## src/rtl/dbr_pkg.sv

```systemverilog
// Shared types, constants and word helpers for the dynamic bitmap rank engine.
// No dependencies; every other RTL file imports this package.
`default_nettype none

package dbr_pkg;

    localparam int MAX_BITS  = 1024;
    localparam int WORD_BITS = 32;
    localparam int NWORDS    = MAX_BITS / WORD_BITS;
    localparam int AW        = $clog2(NWORDS);
    localparam int BW        = $clog2(WORD_BITS);
    localparam int LW        = $clog2(MAX_BITS) + 1;
    localparam int CW        = $clog2(WORD_BITS) + 1;

    localparam logic [3:0] OP_INIT   = 4'd0;
    localparam logic [3:0] OP_SET    = 4'd1;
    localparam logic [3:0] OP_CLEAR  = 4'd2;
    localparam logic [3:0] OP_TEST   = 4'd3;
    localparam logic [3:0] OP_FIND   = 4'd4;
    localparam logic [3:0] OP_RANK   = 4'd5;
    localparam logic [3:0] OP_INSERT = 4'd6;
    localparam logic [3:0] OP_DELETE = 4'd7;
    localparam logic [3:0] OP_SETALL = 4'd8;
    localparam logic [3:0] OP_COUNT  = 4'd9;

    typedef logic [WORD_BITS-1:0] t_word;

    typedef enum logic [1:0] {
        S_FILL,
        S_IDLE,
        S_SWEEP
    } t_state;

    typedef struct packed {
        logic          we;
        logic [AW-1:0] waddr;
        t_word         wdata;
        logic [AW-1:0] raddr;
    } t_mem_req;

    function automatic t_word low_mask(input logic [BW-1:0] b);
        low_mask = (t_word'(1) << b) - t_word'(1);
    endfunction

    function automatic logic [CW-1:0] pop_count(input t_word w);
        logic [CW-1:0] n;
        n = '0;
        for (int i = 0; i < WORD_BITS; i++) begin
            n = n + CW'(w[i]);
        end
        pop_count = n;
    endfunction

    // index of the lowest set bit; zero when the word is empty
    function automatic logic [BW-1:0] first_one(input t_word w);
        logic [BW-1:0] idx;
        idx = '0;
        for (int i = WORD_BITS - 1; i >= 0; i--) begin
            if (w[i]) begin
                idx = BW'(i);
            end
        end
        first_one = idx;
    endfunction

endpackage

`default_nettype wire

```

## src/rtl/dynamic_bitmap_rank_engine.sv

```systemverilog
// Top level of the dynamic bitmap rank engine: sequencer plus word store.
// Depends on dbr_pkg, dbr_ctrl and dbr_mem.
//
//  channel   ports                                   transfer
//  request   start, busy, i_op, i_position,          start high, busy low
//            i_insert_value
//  result    o_valid, o_bit_value .. o_error         o_valid high, one cycle
//
// Cycles: count and refused requests strobe the cycle after the transfer.
// Set, clear and test handle one word; find, rank, insert and delete stay busy
// while they sweep the words one at a time through the single read port.
// Init and set all write every word with busy high.
// After reset the store is cleared in one pass over every word with busy high.
// The receiver cannot stall; each result is shown for exactly one cycle.
`default_nettype none

module dynamic_bitmap_rank_engine
    import dbr_pkg::*;
(
    input  wire logic          i_clk,
    input  wire logic          i_rst_n,
    input  wire logic          start,
    output logic               busy,
    input  wire logic [3:0]    i_op,
    input  wire logic [LW-1:0] i_position,
    input  wire logic          i_insert_value,
    output logic               o_valid,
    output logic               o_bit_value,
    output logic               o_found,
    output logic [LW-2:0]      o_found_index,
    output logic [LW-1:0]      o_ones_count,
    output logic [LW-1:0]      o_current_length,
    output logic               o_any_zero,
    output logic               o_all_clear,
    output logic               o_error
);

    t_mem_req w_req;
    t_word    w_rdata;

    dbr_ctrl u_ctrl (
        .i_clk            (i_clk),
        .i_rst_n          (i_rst_n),
        .start            (start),
        .busy             (busy),
        .i_op             (i_op),
        .i_position       (i_position),
        .i_insert_value   (i_insert_value),
        .o_req            (w_req),
        .i_rdata          (w_rdata),
        .o_valid          (o_valid),
        .o_bit_value      (o_bit_value),
        .o_found          (o_found),
        .o_found_index    (o_found_index),
        .o_ones_count     (o_ones_count),
        .o_current_length (o_current_length),
        .o_any_zero       (o_any_zero),
        .o_all_clear      (o_all_clear),
        .o_error          (o_error)
    );

    dbr_mem u_mem (
        .i_clk   (i_clk),
        .i_req   (w_req),
        .o_rdata (w_rdata)
    );

endmodule

`default_nettype wire

```

## src/rtl/dbr_mem.sv

```systemverilog
// Word store of the bitmap: one write port, one read port, registered read data.
// Depends on dbr_pkg for the word type and the request struct.
`default_nettype none

module dbr_mem
    import dbr_pkg::*;
(
    input  wire logic     i_clk,
    input  wire t_mem_req i_req,
    output t_word         o_rdata
);

    t_word r_mem [NWORDS];
    t_word r_rdata;

    always_ff @(posedge i_clk) begin
        if (i_req.we) begin
            r_mem[i_req.waddr] <= i_req.wdata;
        end
        r_rdata <= r_mem[i_req.raddr];
    end

    assign o_rdata = r_rdata;

endmodule

`default_nettype wire

```

## src/rtl/dbr_ctrl.sv

```systemverilog
// Sequencer and word datapath: decodes a request, sweeps the store word by word
// with read-modify-write, keeps length and ones count. Depends on dbr_pkg.
`default_nettype none

module dbr_ctrl
    import dbr_pkg::*;
(
    input  wire logic          i_clk,
    input  wire logic          i_rst_n,
    input  wire logic          start,
    output logic               busy,
    input  wire logic [3:0]    i_op,
    input  wire logic [LW-1:0] i_position,
    input  wire logic          i_insert_value,
    output t_mem_req           o_req,
    input  wire t_word         i_rdata,
    output logic               o_valid,
    output logic               o_bit_value,
    output logic               o_found,
    output logic [LW-2:0]      o_found_index,
    output logic [LW-1:0]      o_ones_count,
    output logic [LW-1:0]      o_current_length,
    output logic               o_any_zero,
    output logic               o_all_clear,
    output logic               o_error
);

    t_state        r_state, n_state;
    logic [3:0]    r_op, n_op;
    logic [LW-1:0] r_pos, n_pos;
    logic          r_ival, n_ival;
    logic [LW-1:0] r_len, n_len;
    logic [LW-1:0] r_ones, n_ones;
    logic [AW-1:0] r_addr, n_addr;
    logic [AW-1:0] r_last, n_last;
    logic          r_down, n_down;
    logic          r_more, n_more;
    logic          r_pend, n_pend;
    logic [AW-1:0] r_daddr, n_daddr;
    logic          r_carry, n_carry;
    logic [LW-1:0] r_acc, n_acc;
    logic          r_fillset, n_fillset;
    logic          r_report, n_report;

    logic          r_valid, r_bit, r_found, r_any_zero, r_all_clear, r_err;
    logic [LW-2:0] r_fidx;
    logic [LW-1:0] r_cnt, r_cur_len;

    logic          w_accept, w_done, w_go_fill, w_go_sweep;
    logic          w_bit, w_found, w_err;
    logic [LW-2:0] w_fidx;
    logic [LW-1:0] w_cnt;
    logic [LW-1:0] w_in_pm1, w_len_m1;
    logic [AW-1:0] w_in_wp;
    logic [BW-1:0] w_b;
    logic [AW-1:0] w_wp;
    t_word         w_low, w_masked, w_fill, w_shift;

    assign busy     = (r_state != S_IDLE);
    assign w_accept = start && !busy;
    assign w_in_wp  = i_position[BW+AW-1:BW];
    assign w_in_pm1 = i_position - LW'(1);
    assign w_len_m1 = r_len - LW'(1);
    assign w_b      = r_pos[BW-1:0];
    assign w_wp     = r_pos[BW+AW-1:BW];
    assign w_low    = low_mask(w_b);

    // next state
    always_comb begin
        n_state = r_state;
        unique case (r_state)
            S_IDLE: begin
                if (w_go_fill) begin
                    n_state = S_FILL;
                end else if (w_go_sweep) begin
                    n_state = S_SWEEP;
                end
            end
            S_FILL: begin
                if (r_addr == AW'(NWORDS - 1)) begin
                    n_state = S_IDLE;
                end
            end
            S_SWEEP: begin
                if (w_done) begin
                    n_state = S_IDLE;
                end
            end
            default: n_state = S_IDLE;
        endcase
    end

    // datapath and outputs
    always_comb begin
        n_op      = r_op;
        n_pos     = r_pos;
        n_ival    = r_ival;
        n_len     = r_len;
        n_ones    = r_ones;
        n_addr    = r_addr;
        n_last    = r_last;
        n_down    = r_down;
        n_more    = r_more;
        n_pend    = 1'b0;
        n_daddr   = r_addr;
        n_carry   = r_carry;
        n_acc     = r_acc;
        n_fillset = r_fillset;
        n_report  = r_report;
        w_done    = 1'b0;
        w_go_fill = 1'b0;
        w_go_sweep = 1'b0;
        w_bit     = 1'b0;
        w_found   = 1'b0;
        w_fidx    = '0;
        w_cnt     = '0;
        w_err     = 1'b0;
        w_masked  = '0;
        w_shift   = '0;
        w_fill    = '0;
        o_req.we    = 1'b0;
        o_req.waddr = r_daddr;
        o_req.wdata = '0;
        o_req.raddr = r_addr;

        unique case (r_state)
            S_IDLE: begin
                if (w_accept) begin
                    n_op    = i_op;
                    n_pos   = i_position;
                    n_ival  = i_insert_value;
                    n_acc   = '0;
                    n_carry = 1'b0;
                    n_more  = 1'b1;
                    n_down  = 1'b0;
                    n_addr  = w_in_wp;
                    n_last  = w_in_wp;
                    case (i_op)
                        OP_INIT: begin
                            if (i_position > LW'(MAX_BITS)) begin
                                w_err  = 1'b1;
                                w_done = 1'b1;
                            end else begin
                                w_go_fill = 1'b1;
                                n_fillset = 1'b0;
                                n_report  = 1'b1;
                                n_addr    = '0;
                                n_len     = i_position;
                                n_ones    = '0;
                            end
                        end
                        OP_SET, OP_CLEAR, OP_TEST: begin
                            if (i_position >= r_len) begin
                                w_err  = 1'b1;
                                w_done = 1'b1;
                            end else begin
                                w_go_sweep = 1'b1;
                            end
                        end
                        OP_FIND: begin
                            if (i_position >= r_len) begin
                                w_err  = 1'b1;
                                w_done = 1'b1;
                            end else begin
                                w_go_sweep = 1'b1;
                                n_last     = w_len_m1[BW+AW-1:BW];
                            end
                        end
                        OP_RANK: begin
                            if (i_position > r_len) begin
                                w_err  = 1'b1;
                                w_done = 1'b1;
                            end else if (i_position == '0) begin
                                w_done = 1'b1;
                            end else begin
                                w_go_sweep = 1'b1;
                                n_addr     = '0;
                                n_last     = w_in_pm1[BW+AW-1:BW];
                            end
                        end
                        OP_INSERT: begin
                            if (i_position > r_len || r_len >= LW'(MAX_BITS)) begin
                                w_err  = 1'b1;
                                w_done = 1'b1;
                            end else begin
                                w_go_sweep = 1'b1;
                                n_last     = r_len[BW+AW-1:BW];
                            end
                        end
                        OP_DELETE: begin
                            if (i_position >= r_len) begin
                                w_err  = 1'b1;
                                w_done = 1'b1;
                            end else begin
                                w_go_sweep = 1'b1;
                                n_down     = 1'b1;
                                n_addr     = w_len_m1[BW+AW-1:BW];
                            end
                        end
                        OP_SETALL: begin
                            w_go_fill = 1'b1;
                            n_fillset = 1'b1;
                            n_report  = 1'b1;
                            n_addr    = '0;
                            n_ones    = r_len;
                        end
                        OP_COUNT: begin
                            w_cnt  = r_ones;
                            w_done = 1'b1;
                        end
                        default: begin
                            w_err  = 1'b1;
                            w_done = 1'b1;
                        end
                    endcase
                end
            end

            S_FILL: begin
                if ({1'b0, r_addr} < r_len[LW-1:BW]) begin
                    w_fill = '1;
                end else if ({1'b0, r_addr} == r_len[LW-1:BW]) begin
                    w_fill = low_mask(r_len[BW-1:0]);
                end
                o_req.we    = 1'b1;
                o_req.waddr = r_addr;
                o_req.wdata = r_fillset ? w_fill : '0;
                n_addr      = r_addr + AW'(1);
                if (r_addr == AW'(NWORDS - 1)) begin
                    w_done = r_report;
                end
            end

            S_SWEEP: begin
                // issue the next read while the previous word comes back
                if (r_more) begin
                    n_pend  = 1'b1;
                    n_daddr = r_addr;
                    if (r_addr == r_last) begin
                        n_more = 1'b0;
                    end else begin
                        n_addr = r_down ? r_addr - AW'(1) : r_addr + AW'(1);
                    end
                end
                if (r_pend) begin
                    case (r_op)
                        OP_SET, OP_CLEAR: begin
                            o_req.we = 1'b1;
                            if (r_op == OP_SET) begin
                                o_req.wdata = i_rdata | (t_word'(1) << w_b);
                                if (!i_rdata[w_b]) n_ones = r_ones + LW'(1);
                            end else begin
                                o_req.wdata = i_rdata & ~(t_word'(1) << w_b);
                                if (i_rdata[w_b]) n_ones = r_ones - LW'(1);
                            end
                            w_done = 1'b1;
                        end
                        OP_TEST: begin
                            w_bit  = i_rdata[w_b];
                            w_done = 1'b1;
                        end
                        OP_FIND: begin
                            w_masked = (r_daddr == w_wp) ? (i_rdata & ~w_low) : i_rdata;
                            if (w_masked != '0) begin
                                w_found = 1'b1;
                                w_fidx  = {r_daddr, first_one(w_masked)};
                                w_done  = 1'b1;
                            end else if (r_daddr == r_last) begin
                                w_done = 1'b1;
                            end
                        end
                        OP_RANK: begin
                            if (r_daddr == r_last && w_b != '0) begin
                                w_masked = i_rdata & w_low;
                            end else begin
                                w_masked = i_rdata;
                            end
                            n_acc = r_acc + LW'(pop_count(w_masked));
                            w_cnt = n_acc;
                            if (r_daddr == r_last) begin
                                w_done = 1'b1;
                            end
                        end
                        OP_INSERT: begin
                            // shift up by one from the position; top bit carries on
                            w_shift = {i_rdata[WORD_BITS-2:0], r_carry};
                            if (r_daddr == w_wp) begin
                                o_req.wdata = (i_rdata & w_low)
                                            | (t_word'(r_ival) << w_b)
                                            | ((i_rdata << 1) & ~w_low
                                               & ~(t_word'(1) << w_b));
                            end else begin
                                o_req.wdata = w_shift;
                            end
                            o_req.we = 1'b1;
                            n_carry  = i_rdata[WORD_BITS-1];
                            if (r_daddr == r_last) begin
                                n_len  = r_len + LW'(1);
                                n_ones = r_ones + LW'(r_ival);
                                w_done = 1'b1;
                            end
                        end
                        OP_DELETE: begin
                            // walk down from the top word, pulling bit 0 of the word above
                            w_shift = {r_carry, i_rdata[WORD_BITS-1:1]};
                            if (r_daddr == w_wp) begin
                                o_req.wdata = (i_rdata & w_low) | (w_shift & ~w_low);
                            end else begin
                                o_req.wdata = w_shift;
                            end
                            o_req.we = 1'b1;
                            n_carry  = i_rdata[0];
                            if (r_daddr == r_last) begin
                                n_len  = r_len - LW'(1);
                                n_ones = r_ones - LW'(i_rdata[w_b]);
                                w_done = 1'b1;
                            end
                        end
                        default: w_done = 1'b1;
                    endcase
                end
            end

            default: ;
        endcase
    end

    always_ff @(posedge i_clk) begin
        if (!i_rst_n) begin
            r_state   <= S_FILL;
            r_addr    <= '0;
            r_len     <= '0;
            r_ones    <= '0;
            r_fillset <= 1'b0;
            r_report  <= 1'b0;
            r_more    <= 1'b0;
            r_pend    <= 1'b0;
            r_down    <= 1'b0;
            r_valid   <= 1'b0;
        end else begin
            r_state   <= n_state;
            r_addr    <= n_addr;
            r_len     <= n_len;
            r_ones    <= n_ones;
            r_fillset <= n_fillset;
            r_report  <= n_report;
            r_more    <= n_more;
            r_pend    <= n_pend;
            r_down    <= n_down;
            r_valid   <= w_done;
        end
    end

    always_ff @(posedge i_clk) begin
        r_op        <= n_op;
        r_pos       <= n_pos;
        r_ival      <= n_ival;
        r_last      <= n_last;
        r_daddr     <= n_daddr;
        r_carry     <= n_carry;
        r_acc       <= n_acc;
        r_bit       <= w_bit;
        r_found     <= w_found;
        r_fidx      <= w_fidx;
        r_cnt       <= w_cnt;
        r_err       <= w_err;
        r_cur_len   <= n_len;
        r_any_zero  <= (n_ones < n_len);
        r_all_clear <= (n_ones == '0);
    end

    assign o_valid          = r_valid;
    assign o_bit_value      = r_bit;
    assign o_found          = r_found;
    assign o_found_index    = r_fidx;
    assign o_ones_count     = r_cnt;
    assign o_current_length = r_cur_len;
    assign o_any_zero       = r_any_zero;
    assign o_all_clear      = r_all_clear;
    assign o_error          = r_err;

    a_ones_le_len: assert property (@(posedge i_clk) disable iff (!i_rst_n)
        r_ones <= r_len) else $error("ones count exceeds length");

    a_len_max: assert property (@(posedge i_clk) disable iff (!i_rst_n)
        r_len <= LW'(MAX_BITS)) else $error("length exceeds store");

    a_write_when_busy: assert property (@(posedge i_clk) disable iff (!i_rst_n)
        o_req.we |-> (r_state == S_FILL || r_state == S_SWEEP))
        else $error("store write while idle");

    a_strobe_cause: assert property (@(posedge i_clk) disable iff (!i_rst_n)
        o_valid |-> ($past(busy) || $past(start)))
        else $error("result without a request");

    a_found_in_range: assert property (@(posedge i_clk) disable iff (!i_rst_n)
        o_found |-> ({1'b0, o_found_index} < o_current_length))
        else $error("found index beyond length");

endmodule

`default_nettype wire
```

## config.mk

```make
export PLATFORM = sky130hd
export DESIGN_NAME = dynamic_bitmap_rank_engine
export DESIGN_NICKNAME = d
export VERILOG_FILES = /design/src/rtl/dbr_pkg.sv /design/src/rtl/dynamic_bitmap_rank_engine.sv /design/src/rtl/dbr_mem.sv /design/src/rtl/dbr_ctrl.sv
export SDC_FILE = /design/constraint.sdc
export NUM_CORES = 2
export LEC_CHECK = 0
export ABC_AREA = 1
export BUFFER_PORTS_ARGS = -buffer_cell sky130_fd_sc_hd__buf_2
export CAP_MARGIN = 10
export CORE_ASPECT_RATIO = 1.75
export CORE_MARGIN = 2
export CORE_UTILIZATION = 45
export DETAILED_ROUTE_END_ITERATION = 10
export HOLD_SLACK_MARGIN = 0.08
export MAX_ROUTING_LAYER = met4
export PLACE_DENSITY = 0.69
export SLEW_MARGIN = 20
export SYNTH_ARGS = -nofsm -noshare
export SYNTH_HDL_FRONTEND = slang
export SYNTH_SLANG_ARGS = --single-unit
```

## constraint.sdc

```tcl
create_clock -name i_clk -period 16 [get_ports i_clk]
set_clock_uncertainty 0.1 [all_clocks]
set_input_delay 1.6 -clock i_clk [delete_from_list [all_inputs] [get_ports i_clk]]
set_output_delay 1.6 -clock i_clk [all_outputs]
set_load 0.01 [all_outputs]
```

# == Yosys cells after proc, flatten, opt, wreduce, memory -nomap -nowiden ==
# Memory sizes are Yosys's and may differ from the RTL's. A register that Yosys moved wholly into a read port is not among the register bits.
# Cells that the tools add are included.
# word_totals
regBits,109
latch_bits,0
ramBits,1024
romBits,0
in_bits,19
output_inout_bits,39
memories,1
# op_classes
addsub,43
multipliers,0
div_mod_pow,0
magnitude_cmp,7
n_eq_ne,34
n_shift,3
muxes,141
bitwise_logic,16
reduce_logical,34
# memory_table
name,words,width,read_ports,rd_clocked_by_memory_dff,wr,line_no,source
u_mem.r_mem,32,32,1,1,1,dbr_mem.sv:13,t_word r_mem [NWORDS];
# op_table
cell,n
$mux W32,12
$mux W11,21
$and A32 B32 Y32,6
$add A6 B1 Y6,30
$mux W5,28
$pmux W11 S2,6
$or A32 B32 Y32,4
$pmux W32 S3,1
$not A32 Y32,2
$pmux W32 S2,1
$shl A1 B5 Y32 const A,2
$sub A32 B1 Y32 const B,2
$mux W1,36
$pmux W11 S3,1
$eq A4 B3 Y1 const B,8
$mux W4,8
$reduce_bool A32 Y1,1
$shl A1 B5 Y32,1
$pmux W5 S3,2
$add A11 B1 Y11 const B,2
$logic_not A11 Y1,2
$sub A11 B1 Y11 const B,2
$pmux W5 S4,1
$reduce_and A4 Y1,5
other kinds (52),94

# == Depth between registers and ports, before layout ==
# depth
word_depth,42
depth_mapped,45

# == By module ==
# A second synthesis with hierarchy kept.
# hier_totals
cells_unflattened,5793
hier_area_um2,56238.9
# modules_own_cells
module,n_inst,cells_each,area_each_um2
dbr_mem,1,3536,42405.7
dbr_ctrl,1,2257,13833.3

# == Worst setup path after synthesis ==
# OpenSTA, ideal clock, no wires.
# synth_timing
kind,flip-flop to flip-flop
start,reg u_ctrl.r_pos[0]
end,reg u_ctrl.r_acc[10] (data pin)
t_arrival_ps,8055
setup_slack_ps,7579
path_stages_with_launch,38
n_path_buf,0
period_less_slack_ps,8421
path_cell_list,edfxtp_1 nor2_2 inv_2 nor3_2 inv_2 nor2_2 inv_1 ha_1 nand3_1 inv_2 nand2_4 inv_1 nand2_1 inv_1 nand3_2 xor2_1 a21oi_1 inv_1 [... 2 more ...] inv_1 fa_1 fa_1 inv_1 fa_1 fa_1 fa_1 fa_1 fa_1 nand3b_1 and2_1 inv_1 a21oi_1 o21ai_0 nand4_1 nor2_1 xnor2_1 nor2_1
# synth_via
elab_chain_cells,42
# synth_rtl
item,line_no,source
start: declaration,dbr_ctrl.sv:30,"logic [LW-1:0] r_pos, n_pos;"
start signal: assignment,dbr_ctrl.sv:356,r_pos <= n_pos;
$shl A1 B5 Y32,dbr_pkg.sv:42,low_mask = (t_word'(1) << b) - t_word'(1);
$sub A32 B1 Y32,dbr_pkg.sv:42,
$and A32 B32 Y32,dbr_ctrl.sv:274,w_masked = i_rdata & w_low;
$mux W32 (*),dbr_ctrl.sv:273,if (r_daddr == r_last && w_b != '0) begin
$mux W32 (*),dbr_ctrl.sv:246,case (r_op)
$mux W32 (*),dbr_ctrl.sv:245,if (r_pend) begin
$mux W32 (*),dbr_ctrl.sv:126,unique case (r_state)
$add A1 B1 Y2,dbr_pkg.sv:49,n = n + CW'(w[i]);
$add A6 B1 Y6 (29 in a row),dbr_pkg.sv:49,
$add A6 B1 Y6 (*),dbr_pkg.sv:49,
$add A11 B6 Y11 (*),dbr_ctrl.sv:278,n_acc = r_acc + LW'(pop_count(w_masked));
$mux W11 (*),dbr_ctrl.sv:246,
$mux W11 (*),dbr_ctrl.sv:245,
$pmux W11 S2 (*),dbr_ctrl.sv:126,
end signal: assignment,dbr_ctrl.sv:361,r_acc <= n_acc;
end: declaration,dbr_ctrl.sv:41,"logic [LW-1:0] r_acc, n_acc;"
# Every way passes the cells marked *; elsewhere a longest branch is shown, timed or not. The select of a mux whose other input is x is not followed.
# A chain may end at the register's enable or synchronous reset.

# == Worst setup path after layout ==
# layout_timing
start,reg u_ctrl.r_pos[0]
end,reg u_ctrl.r_cnt[10] (netlist: u_ctrl.o_ones_count[10])
# layout_via
elab_chain_cells,42
# layout_rtl
item,line_no,source
$shl A1 B5 Y32,dbr_pkg.sv:42,
$sub A32 B1 Y32,dbr_pkg.sv:42,
$and A32 B32 Y32,dbr_ctrl.sv:274,
$mux W32 (*),dbr_ctrl.sv:273,
$mux W32 (*),dbr_ctrl.sv:246,
$mux W32 (*),dbr_ctrl.sv:245,
$mux W32 (*),dbr_ctrl.sv:126,
$add A1 B1 Y2,dbr_pkg.sv:49,
$add A6 B1 Y6 (29 in a row),dbr_pkg.sv:49,
$add A6 B1 Y6 (*),dbr_pkg.sv:49,
$add A11 B6 Y11 (*),dbr_ctrl.sv:278,
$mux W11 (*),dbr_ctrl.sv:246,
$mux W11 (*),dbr_ctrl.sv:245,
$pmux W11 S2 (*),dbr_ctrl.sv:126,
net u_ctrl.w_cnt[10],dbr_ctrl.sv:52,logic [LW-1:0] w_cnt;
end signal: assignment,dbr_ctrl.sv:365,r_cnt <= w_cnt;
end: declaration,dbr_ctrl.sv:47,"logic [LW-1:0] r_cnt, r_cur_len;"
# The timed path passes the listed nets; every way through them passes the cells marked *. The select of a mux whose other input is x is not followed.

==> impl_metrics.tcl <==
set metrics [dict create \
    transition_time_of_the_tightest_slew_check_pin_ns 1.200 \
    h-tree-depth 3 \
    hold_viol 0 \
    die_height_um 463.4 \
    run_status "finished clean" \
    filler_cell_count 10510 \
    clock_sink_count 1165 \
    grt_start_max_net_pins 227 \
    most-common-layout-cells "edfxtp_1, nor2_1, o21ai_0, nand2_1, inv_1" \
    setup.worst_path.class "reg -> reg" \
    gp_congestion 1.025 \
    synthFlopType "edfxtp_1" \
    clockBufferDepth 3 \
    fmaxAchievable_mhz 104.6 \
    grt_pass1_wl_um 269700 \
    synth_seq_area_share 0.6245 \
    worstSkewPairLatency_ns 0.74 \
    fin_setup_tns_ns 0 \
    start_kind "flip-flop" \
    drc_errors 0 \
    min_period_over_period 0.5977 \
    number_of_antenna_violations_at_the_first_check_in_global_routing 3 \
    postRouteAntennaNets 0 \
    syn_inst 5183 \
    yosys.area_share.xor_xnor 0.008046 \
    slowest_delay_ns 0.55 \
    arrival_ns 10.02 \
    buffers_plus_inverters_on_the_worst_setup_path 10 \
    slew_viol_final 0 \
    synth_compound_gate_area_share 0.1573 \
    first_global_vias 41180 \
    grt_overflow 0 \
    floorplan.io_pins 58 \
    row_count 168 \
    min_period_ns 9.563 \
    die_width_um 266.5 \
    asyncSetResetFlopFracSynth 0 \
    syn_avg_cell_area_um2 10.47 \
    cap_violations 0 \
    finish.net_count 5237 \
    synthesis.area_mm2 0.05427 \
    fp.dieArea_mm2 0.1235 \
    crit_path_top_delay_cell "fa_1" \
    cts-resized-gates 0 \
    layout-drive-gt1-share 0.08557 \
    critPathMostFrequentCell "fa_1" \
    setup_repair_after_global_routing_missed_its_margin "false" \
    clock_tree_from_tritoncts "done" \
    worstHoldPathCells 2 \
    maxSlewHeadroom 0.1933 \
    track_usage 0.3063 \
    clk_root_buffer_cell "clkbuf_16" \
    cts_hold_repair.buffers 0 \
    postCtsSetupBuffers 0 \
    post_drt_wl_per_cell_um 27.60 \
    count_of_flip_flops_with_a_built_in_enable_after_synthesis 1056 \
    areaGrowthSynthToFinish_pct 9.937 \
    synthSimpleGateAreaFrac 0.1364 \
    place_hpwl_um 114500 \
    synth_fp_nets 5292 \
    layout.cells.most_common "edfxtp_1" \
    required_time_of_the_worst_setup_path_ns 16.46 \
    synth.area.mux_share 0 \
    cts_made_buffers 99 \
    setup.worst_path.end_class "flip-flop" \
    yosys_warnings 0 \
    portBuffers 57 \
    num_vias 42220 \
    via_per_inst 6.260 \
    timing.critical_path.depth 40 \
    adder_cell_share_of_the_synthesized_area 0.02421 \
    floorplan.initialDensity 0.4529 \
    hold_path_class "reg -> reg" \
    first_pass_iters 8 \
    worst_setup_hold_path_clk_slew_ns 0.08 \
    netlist_cell_types 65 \
    cp_max_fo 9 \
    setup_viol 0 \
    worstRegToRegCells 40 \
    timing.critical_path.max_delay_family "adder cells" \
    wirelength_um 186100 \
    detailedRoute.firstIterationViolations 5155 \
    core_area_mm2 0.1198 \
    synth_seq_cells 1165 \
    synth_top_family_by_area "compound AO/OA/AOI/OAI gates" \
]
-- Yosys cell counts, types with 15 or more instances --
master / count / area, um^2
a21oi_1: 160 / 800.8
a22oi_1: 15 / 112.6
a31oi_1: 29 / 181.4
a32o_1: 25 / 250.2
buf_1: 25 / 93.84
clkbuf_1: 275 / 1032
clkinv_1: 19 / 71.32
dfxtp_1: 109 / 2182
edfxtp_1: 1056 / 31710
fa_1: 25 / 500.5
ha_1: 65 / 813.3
inv_1: 358 / 1344
nand2_1: 512 / 1922
nand3_1: 231 / 1156
nand4_1: 72 / 450.4
nor2_1: 810 / 3040
nor3_1: 53 / 265.3
o2111ai_1: 15 / 131.4
o211ai_1: 88 / 660.6
o21ai_0: 730 / 3654
o221ai_1: 109 / 954.7
o22ai_1: 188 / 1176
o31ai_1: 17 / 127.6
xor2_1: 34 / 297.8
-- state kept, by name, summed over array words and instances, names as in the netlist, 2 cells and up --
signal	flops
u_ctrl.r_state	2
u_mem.r_mem	1024
u_ctrl.o_found_index	10
u_ctrl.r_acc	11
u_ctrl.r_len	11
u_ctrl.r_last	5
u_ctrl.r_ones	11
u_ctrl.r_daddr	5
u_ctrl.r_pos	10
u_ctrl.o_current_length	11
u_ctrl.r_op	4
u_ctrl.o_ones_count	11
u_ctrl.r_addr	5
u_mem.o_rdata	32
-- layout make-up --
type	instances	area [um^2]	area share
Antenna cell	2	5.005	0.00008389
Clock buffer	118	2589	0.04339
Inverter	389	1473	0.02468
Tap cell	1530	1914	0.03209
Timing Repair Buffer	158	1081	0.01812
Multi-Input combinational cell	3315	18020	0.3020
Clock inverter	67	675.6	0.01132
Sequential cell	1165	33910	0.5683
-- path summary, 6_finish.rpt --
path / startpoint / to / slack (ns)
worst max-delay path: u_ctrl.r_pos[0] / u_ctrl.o_ones_count[10] / 6.44
worst min-delay path: u_ctrl.r_more / u_ctrl.r_pend / 0.36
worst max register to register: u_ctrl.r_pos[0] / u_ctrl.o_ones_count[10] / 6.44
worst min register to register: u_ctrl.r_more / u_ctrl.r_pend / 0.36
-- metrics by stage --
step / cells / worst slack [ns] / hold WS [ns] / instance area [um^2] / util
final: 6744 / 6.437 / 0.3563 / 59660 / 0.4980
after global routing: 6744 / 5.946 / 0.3813 / 59660 / 0.4980
after CTS: 6742 / 6.443 / 0.3560 / 59630 / 0.4977
after detailed placement: 6557 / 6.509 / 0.3440 / 56360 / 0.4704
after global placement: 6557 / 6.556 / 0.3417 / 56360 / 0.4704
after floorplan: 5183 / 7.579 / 0.2540 / 54270 / -
-- metal layers --
metal,GRT usage,part of all wire,wire (um),up-vias
li1,-,-,-,18660
met2,0.5194,0.51,94230,2169
met5,-,0,0,-
met4,0.2307,0.087,16230,0
met1,0.3205,0.33,61910,20690
met3,0.04537,0.074,13750,700
-- cell families (layout without fill, tap and decap cells) --
| kind of cell | Yosys count | in the layout |
|---|---|---|
| compound gates | 1434 | 1434 |
| xor+xnor | 49 | 49 |
| flops | 1165 | 1165 |
| simple gates | 1742 | 1742 |
| buf+inv | 703 | 732 |
| fa+ha+maj | 90 | 90 |
| other cells | 0 | 2 |
-- tightest hold or removal path, stage by stage, from the launching register on --
cell     delay [ns]
dfxtp_1        0.33
nand2_1        0.06
nor2_1         0.03
Power is not shown: default switching activity piles up to over one toggle a cycle in this logic, so the estimate is an artifact.
